--- config.mk ---
export PLATFORM = sky130hd
export DESIGN_NAME = ffha_fit
export DESIGN_NICKNAME = d
export VERILOG_FILES = /design/src/ffha_pkg.sv /design/src/ffha_fit.sv
export SDC_FILE = /design/constraint.sdc
export NUM_CORES = 1
export LEC_CHECK = 0
export BUFFER_PORTS_ARGS = -buffer_cell sky130_fd_sc_hd__buf_4
export CORE_MARGIN = 5
export CORE_UTILIZATION = 52
export DETAILED_ROUTE_END_ITERATION = 12
export PLACE_DENSITY = 0.94
export SYNTH_ARGS = -nofsm -noshare
export SYNTH_HDL_FRONTEND = slang
export SYNTH_SLANG_ARGS = --single-unit
--- constraint.sdc ---
create_clock -name vclk -period 6.4
set_clock_uncertainty 0.15 [all_clocks]
set_input_delay 1.28 -clock vclk [all_inputs]
set_output_delay 1.28 -clock vclk [all_outputs]
set_load 0.1 [all_outputs]
--- src/ffha_pkg.sv ---
`timescale 1ns / 1ps

package ffha_pkg;

  localparam int unsigned HEAP_BYTES_DEF = 4096;
  localparam int unsigned SPLIT_MIN_DEF  = 10;

  // Walk addresses: 13-bit end plus a 16-bit block size plus header.
  localparam int unsigned ADDR_W = 17;
  // Merged size: up to three block sizes plus two headers.
  localparam int unsigned NS_W   = ADDR_W + 1;

  typedef enum logic {
    CMD_ALLOC = 1'b0,
    CMD_FREE  = 1'b1
  } cmd_e;

  typedef enum logic [1:0] {
    STAT_ALLOCATED = 2'd0,
    STAT_NO_SPACE  = 2'd1,
    STAT_FREED     = 2'd2,
    STAT_NOT_FOUND = 2'd3
  } status_e;

  typedef enum logic {
    CFG_REGION_START = 1'b0,
    CFG_REGION_END   = 1'b1
  } cfg_idx_e;

  // Fit decision for one header during an allocation walk.
  typedef struct packed {
    logic              fit;
    logic              split;
    logic [15:0]       used_hdr;
    logic [15:0]       split_hdr;
    logic [ADDR_W-1:0] split_addr;
  } fit_t;

endpackage

--- src/ffha_fit.sv ---
`timescale 1ns / 1ps

module ffha_fit #(
  parameter int unsigned SPLIT_MIN = ffha_pkg::SPLIT_MIN_DEF
) (
  input  logic [15:0]                 hdr_i,
  input  logic [16:0]                 count_i,
  input  logic [ffha_pkg::ADDR_W-1:0] p_i,
  output ffha_pkg::fit_t              fit_o
);
  import ffha_pkg::*;

  logic [16:0] size;
  logic [16:0] left;

  always_comb begin
    size             = {1'b0, hdr_i[15:1], 1'b0};
    left             = size - count_i;
    fit_o.fit        = hdr_i[0] && (size >= count_i);
    fit_o.split      = left > 17'(SPLIT_MIN);
    fit_o.used_hdr   = fit_o.split ? count_i[15:0] : size[15:0];
    // left is even and above two: (left - 2) with the free flag
    fit_o.split_hdr  = {left[15:1] - 15'd1, 1'b1};
    fit_o.split_addr = p_i + ADDR_W'(count_i) + ADDR_W'(2);
  end

endmodule

**Word-level counts from Yosys, hierarchy flattened**

Index checks and enable logic that the tools add are counted.

- Flip-flop bits (word level): 0
- Bits of input ports: 50

- Add/sub/neg operators: 4
- Order comparisons: 2
- Mux-type cells: 1
- Reductions and logical operators: 1

Operator list:

| kind | number |
|---|---|
| adder 17 bit | 1 |
| adder 17 x 2 -> 17 bit (second input constant) | 1 |
| greater-or-equal comparator 16 x 17 -> 1 bit | 1 |
| greater-than comparator 17 x 4 -> 1 bit (second input constant) | 1 |
| subtractor 16 x 17 -> 17 bit | 1 |
| two-way mux 16 bit | 1 |
| subtractor 15 x 1 -> 15 bit (second input constant) | 1 |
| logical AND 1 bit | 1 |

**Longest topological paths before layout**

Gate-level depths: netlist (run 1).

- Depth in word-level cells: 3
- Mapped depth: 15
- Depth with buffers taken out: 15

**Worst setup path before layout (run 1)**

No wires, ideal clock.

- Path type: input to output
- Start point: input port count_i[1]
- End point: output port fit_o[29] (netlist bit)
- Data arrival time: 5302 ps
- Required time: 4970 ps
- Path slack: -332 ps
- Stages: 10
- Cells stage by stage: inv_1 fa_1 a21o_1 and2_1 nor3_1 and3_1 o311ai_1 or3_1 clkbuf_1 o21ai_0

RTL lines:

| element | line | source |
|---|---|---|
| from (decl) | ffha_fit.sv:7 | `input logic [16:0] count_i,` |
| to (decl) | ffha_fit.sv:9 | `output ffha_pkg::fit_t fit_o` |

==> impl_metrics.toml, run 1 <==
[floorplanning]
die_height_um = 78.8
number_of_top_level_design_ports = 101
floorplan.initialDensity_pct = 52.8
placementRows = 25
fp.dieArea_um2 = 6210
chipWidth_um = 78.8
floorplan.core_area_um2 = 4660

[yosys]
synth_nets = 432
synth_area_per_cell_um2 = 7.44
syn_area_um2 = 2460
postSynthCellCount = 331
post_synth_num_cell_types = 55
synth_sequential_area_ratio_pct = 0
number_of_warnings_issued_by_yosys = 0

[grt]
grt_pass1_wl_um = 11300
grt.overflow.total = 0
gr-usage-met1_pct = 23.7
use_met3_pct = 1.93
pin_count_of_the_biggest_net_entering_global_routing = 17
grt_use_total_pct = 21.2
global_route.peak_usage_layer = "met2"
number_of_global_route_vias_before_repair = 2703
groute.layer.met2.usage_pct = 44.4
antenna_found_initial = 0

[sta]
timing.final.crit_share_pct = 96.5
finalSetupTns_ns = 0
final-max-slew-violation-count = 0
unrepaired_setup_endpoints_after_global_routing = "false"
max-slew-margin-rel_pct = 49.7
max_clock_freq_ghz = 0.162
worst-slew-pin-transition_ns = 0.754
period_minus_slack_ns = 6.18
setup-violations-final = 0
finalHoldViolCount = 0

[job]
max_cap_viol_count = 0

[place]
detailed_place_hpwl_um = 5950
globalplace.congestion = 0.866
port-buffer-count = 100

[power_and_ir_drop]
powerDensity_nw_per_um2 = 252
clock_power_share_pct = 0
power.switching_fraction_pct = 74.6
p_switching_uw = 611
power.share.sequential_pct = 0
power.total_uw = 819
leakage_nw = 1.72
ir_drop_v = 0.000163
p_comb_share_pct = 100.0
p_int_uw = 208

[routing]
totalWireLength_um = 6770
wire_per_inst_um = 14.2
drcViolationCount = 0
vias_per_cell = 5.61
route.vias.total = 2669
detail-route-antenna-nets = 0
dr.first_iter.drc_count = 136
detail_route.first_pass.iterations = 4

[critical_path]
critical_path_required_ns = 4.97
cp_max_fo = 16
path_common_cell = "sky130_fd_sc_hd__buf_4"
critical_path_cell_by_cell = "buf_4, inv_1, fa_1, a21o_1, o21ai_2, a31oi_2, a221o_1, a311oi_2, o21bai_2, nor4b_4, nand3_4, mux2_4, buf_4"
setup.worst_path.class = "in2out"
timing.critical_path.slowest_cell_delay_ns = 0.46
timing.critical_path.arrival_ns = 4.75
setup.worst_path.start_class = "input port"
cpMaxStageDelayCell = "sky130_fd_sc_hd__fa_1"
end_kind = "primary output"

[finish]
filler_cell_count = 392
synthToLayoutAreaGrowth_pct = 32.0
final_cell_mix = "101 x sky130_fd_sc_hd__buf_4, 49 x sky130_fd_sc_hd__ha_1, 36 x sky130_fd_sc_hd__inv_1"
most_common_cell_after_layout_fill_and_taps_aside = "sky130_fd_sc_hd__buf_4"
sequential_area_um2 = 0
nets = 525
antenna-diode-count = 0
final_layout_size_suffix_gt1_share_pct = 31.0
clkbuf_count = 0
flops_and_latches = 0
area_taken_by_multi_input_logic_gates_um2 = 2290

[status]
status = "finished, final reports clean"

[hold_path]
min_path_type = "in2out"
whs_path_depth = 3
-- stage by stage --
| stage | hold slack (ns) | instance area, um^2 | util (%) | setup slack, ns | std cells |
|---|---|---|---|---|---|
| 2_1_floorplan | 2.73 | 2480 | - | 0.00635 | 331 |
| 3_3_place_gp | 2.79 | 3250 | 69.7 | 0.351 | 476 |
| 3_5_place_dp | 2.79 | 3250 | 69.7 | 0.219 | 476 |
| 4_1_cts | 2.79 | 3250 | 69.7 | 0.216 | 476 |
| 5_1_grt | 2.80 | 3250 | 69.7 | 0.0885 | 476 |
| 6_report | 2.79 | 3250 | 69.7 | 0.224 | 476 |
-- cell type report --
class	count	share of cell area (%)
Tap cell	54	2.08
Timing Repair Buffer	101	23.3
Multi-Input combinational cell	285	70.4
Inverter	36	4.16
-- cell usage after synthesis, drive strengths merged, types with 3 or more instances --
master | n | area share (%)
ha | 49 | 25
inv | 36 | 5.5
nor2 | 33 | 5.0
xnor2 | 25 | 8.9
a21oi | 24 | 4.9
o21ai | 20 | 4.2
mux2 | 15 | 8.2
nand2 | 14 | 2.1
xor2 | 10 | 3.6
nor3 | 9 | 1.8
a21o | 7 | 2.1
buf | 7 | 1.8
nand3 | 6 | 1.7
o31ai | 6 | 1.8
and3 | 5 | 1.3
nor2b | 5 | 1.4
o21a | 5 | 1.5
or3 | 5 | 1.3
a211oi | 3 | 1.1
a31oi | 3 | 1.0
clkbuf | 3 | 0.46
nand2b | 3 | 0.76
nand4 | 3 | 0.76
or2 | 3 | 0.76
-- power groups by stage --
stage	clock network, mW	registers [mW]	logic, mW
2_1_floorplan	0	0	0.655
3_3_place_gp	0	0	0.806
3_5_place_dp	0	0	0.818
4_1_cts	0	0	0.820
5_1_grt	0	0	0.860
6_report	0	0	0.819
-- what timing repair did --
| item | CTS | global route |
|---|---|---|
| hold buffers | 0 | 0 |
| gates resized for setup | 0 | 1 |
| buffers inserted | 0 | 0 |
| setup endpoints to repair | 0 | 11 |
-- worst max-delay path: cells and delay by family --
family	cells	cell delay, ns
buffers and inverters	3	0.43
adder cells (fa/ha/maj)	1	0.46
AO/OA/AOI/OAI	6	1.42
AND/OR/NAND/NOR	2	0.74
multiplexers	1	0.40
-- per-layer routing --
layer	part of all wire (%)	wire length [um]
met5	0	0
met4	0.52	35
met1	41	2750
met3	7.3	494
met2	52	3490
-- kinds of logic (layout without fill, tap and decap cells) --
logic type / Yosys count / count (layout) / synth area share (%)
xor+xnor: 35 / 35 / 12.4
fa+ha+maj: 51 / 51 / 26.5
buf+inv: 46 / 137 / 7.72
other cells: 1 / 1 / 0.152
compound gates: 88 / 88 / 24.4
mux: 17 / 17 / 9.04
simple gates: 93 / 93 / 19.7
-- path summary, 6_finish.rpt --
path	startpoint	endpoint	slack [ns]
setup / recovery	count_i[0]	fit_o[42]	0.22
hold / removal	count_i[16]	fit_o[50]	2.79
No activity file was read; power rests on OpenSTA's default activity.
==> inputs of run 2 (changes only) <==
- ABC_AREA: unset -> 1
- CAP_MARGIN: unset -> 0
- CORE_UTILIZATION: 52 -> 53
==> run 2 against run 1 <==
Sequential share of layout area unchanged; worst hold slack better by 0.040 ns; area after synthesis increased by 8.7%; die area is 5.8% higher; fmax increased by 13%; total power fell by 0.53%; wire length increased by 19%; critical endpoint is now fit_o[13]; largest cell class unchanged.
==> impl_metrics.toml, run 2 <==
[sta]
period_minus_slack_ns = 5.48
max_clock_freq_ghz = 0.182
finalHoldViolCount = 0
timing.final.crit_share_pct = 85.7
unrepaired_setup_endpoints_after_global_routing = "false"
final-max-slew-violation-count = 0
finalSetupTns_ns = 0
setup-violations-final = 0

[critical_path]
setup.worst_path.class = "in2out"
setup.worst_path.start_class = "input port"
cp_max_fo = 3
timing.critical_path.slowest_cell_delay_ns = 0.40
cpLargestDelayFamily = "compound AO/OA/AOI/OAI gates"
worst_path_buf_inv = 5
path_common_cell = "sky130_fd_sc_hd__inv_1"
critical_path_cell_by_cell = "buf_4, inv_1, ha_1, inv_1, ha_1, inv_1, fa_1, nand3b_1, nand2_1, a21oi_1, o21ai_0, a21boi_0, o21ai_0, xor2_1, buf_4"
end_kind = "primary output"
critical_path_required_ns = 4.97
cpMaxStageDelayCell = "sky130_fd_sc_hd__fa_1"
timing.critical_path.arrival_ns = 4.05

[finish]
sequential_area_um2 = 0
most_common_cell_after_layout_fill_and_taps_aside = "sky130_fd_sc_hd__nand2_1"
antenna-diode-count = 0
final_layout_size_suffix_gt1_share_pct = 23.1
final_cell_mix = "160 x sky130_fd_sc_hd__nand2_1, 100 x sky130_fd_sc_hd__buf_4, 78 x sky130_fd_sc_hd__inv_1"
final_area_um2 = 3490
nets = 680
flops_and_latches = 0
synthToLayoutAreaGrowth_pct = 30.2
clkbuf_count = 0

[routing]
dr.first_iter.drc_count = 149
route.vias.total = 3360
drcViolationCount = 0
vias_per_cell = 5.22
wire_per_inst_um = 12.5
detail_route.first_pass.iterations = 4
totalWireLength_um = 8080
detail-route-antenna-nets = 0

[status]
status = "finished, final reports clean"

[place]
port-buffer-count = 100
placement.cell_area_um2 = 3490
globalplace.congestion = 0.931
detailed_place_hpwl_um = 7240

[yosys]
yosysTopAreaCell = "sky130_fd_sc_hd__ha_1"
postSynthCellCount = 480
synth_area_per_cell_um2 = 5.58
post_synth_main_area_contributors = "sky130_fd_sc_hd__ha_1 23%, sky130_fd_sc_hd__nand2_1 22%, sky130_fd_sc_hd__inv_1 11%"
synth_top_area_share_pct = 22.9
number_of_warnings_issued_by_yosys = 0
synth.top_cells.by_count = "160 x sky130_fd_sc_hd__nand2_1, 78 x sky130_fd_sc_hd__inv_1, 49 x sky130_fd_sc_hd__ha_1"
post_synth_num_cell_types = 29
synth_nets = 581
syn_area_um2 = 2680
synth_sequential_area_ratio_pct = 0
synth_most_common_cell = "sky130_fd_sc_hd__nand2_1"

[floorplanning]
fp.dieArea_um2 = 6570
placementRows = 25
number_of_top_level_design_ports = 101
chipWidth_um = 81.1
floorplan.initialDensity_pct = 55.6
floorplan.core_area_um2 = 4820
die_height_um = 81.1

[hold_path]
min_path_type = "in2out"

[grt]
antenna_found_initial = 0
pin_count_of_the_biggest_net_entering_global_routing = 17
grt_use_total_pct = 24.9
grt.overflow.total = 0
grt_pass1_wl_um = 13500
number_of_global_route_vias_before_repair = 3288

[power_and_ir_drop]
leakage_nw = 2.13
powerDensity_nw_per_um2 = 234
ir_drop_v = 0.000301

[clock_tree]
cts_setup_buffers = 0
cts_resized = 0
hold_fix_buffer_count_after_cts = 0

[job]
max_cap_viol_count = 0
[run 2: area by class of cell]
cell class	instances	area, um^2
inverter	86	323
timing repair buffer	100	751
fill	442	1330
multi-input combinational	391	2330
tap	67	83.8
[run 2: layer usage]
metal  vias up  part of all wire, %  GRT usage (%)
met1      1487                   40           28.6
met4         0                  1.3           4.05
met2       125                   52           49.0
met5         -                    0              0
li1       1730                    -              -
met3        18                  7.0           2.88
[run 2: cell families (layout without fill, tap and decap cells)]
group / Yosys count / count (layout) / synth area share (%)
simple gates: 268 / 268 / 44.3
other cells: 1 / 1 / 0.140
compound gates: 44 / 44 / 9.35
fa+ha+maj: 51 / 51 / 24.4
xor+xnor: 27 / 27 / 8.83
buf+inv: 89 / 186 / 13.0
[run 2: tightest hold or removal path, stage by stage]
cell	delay, ns
sky130_fd_sc_hd__buf_4	0.10
sky130_fd_sc_hd__nand2_1	0.05
sky130_fd_sc_hd__a31oi_1	0.04
sky130_fd_sc_hd__buf_4	0.22
[run 2: report_power, final]
group / switching, mW / internal (mW) / total [mW]
registers: 0 / 0 / 0
logic: 0.626 / 0.189 / 0.814
clock network: 0 / 0 / 0
[run 2: metrics by stage]
| stage | std cells | utilization, % | power (mW) | hold slack (ns) | setup WS [ns] |
|---|---|---|---|---|---|
| 6_report | 644 | 72.4 | 0.814 | 2.83 | 0.918 |
| 3_3_place_gp | 644 | 72.4 | 0.800 | 2.82 | 1.06 |
| 5_1_grt | 644 | 72.4 | 0.860 | 2.86 | 0.763 |
| 3_5_place_dp | 644 | 72.4 | 0.811 | 2.83 | 0.969 |
| 4_1_cts | 644 | 72.4 | 0.813 | 2.83 | 0.944 |
| 2_1_floorplan | 480 | - | 0.645 | 2.80 | 0.332 |
[run 2: path summary, 6_finish.rpt]
kind | startpoint | endpoint | slack, ns | cells past startpoint
hold / removal | hdr_i[0] | fit_o[50] | 2.83 | 4
setup / recovery | count_i[1] | fit_o[13] | 0.92 | 15
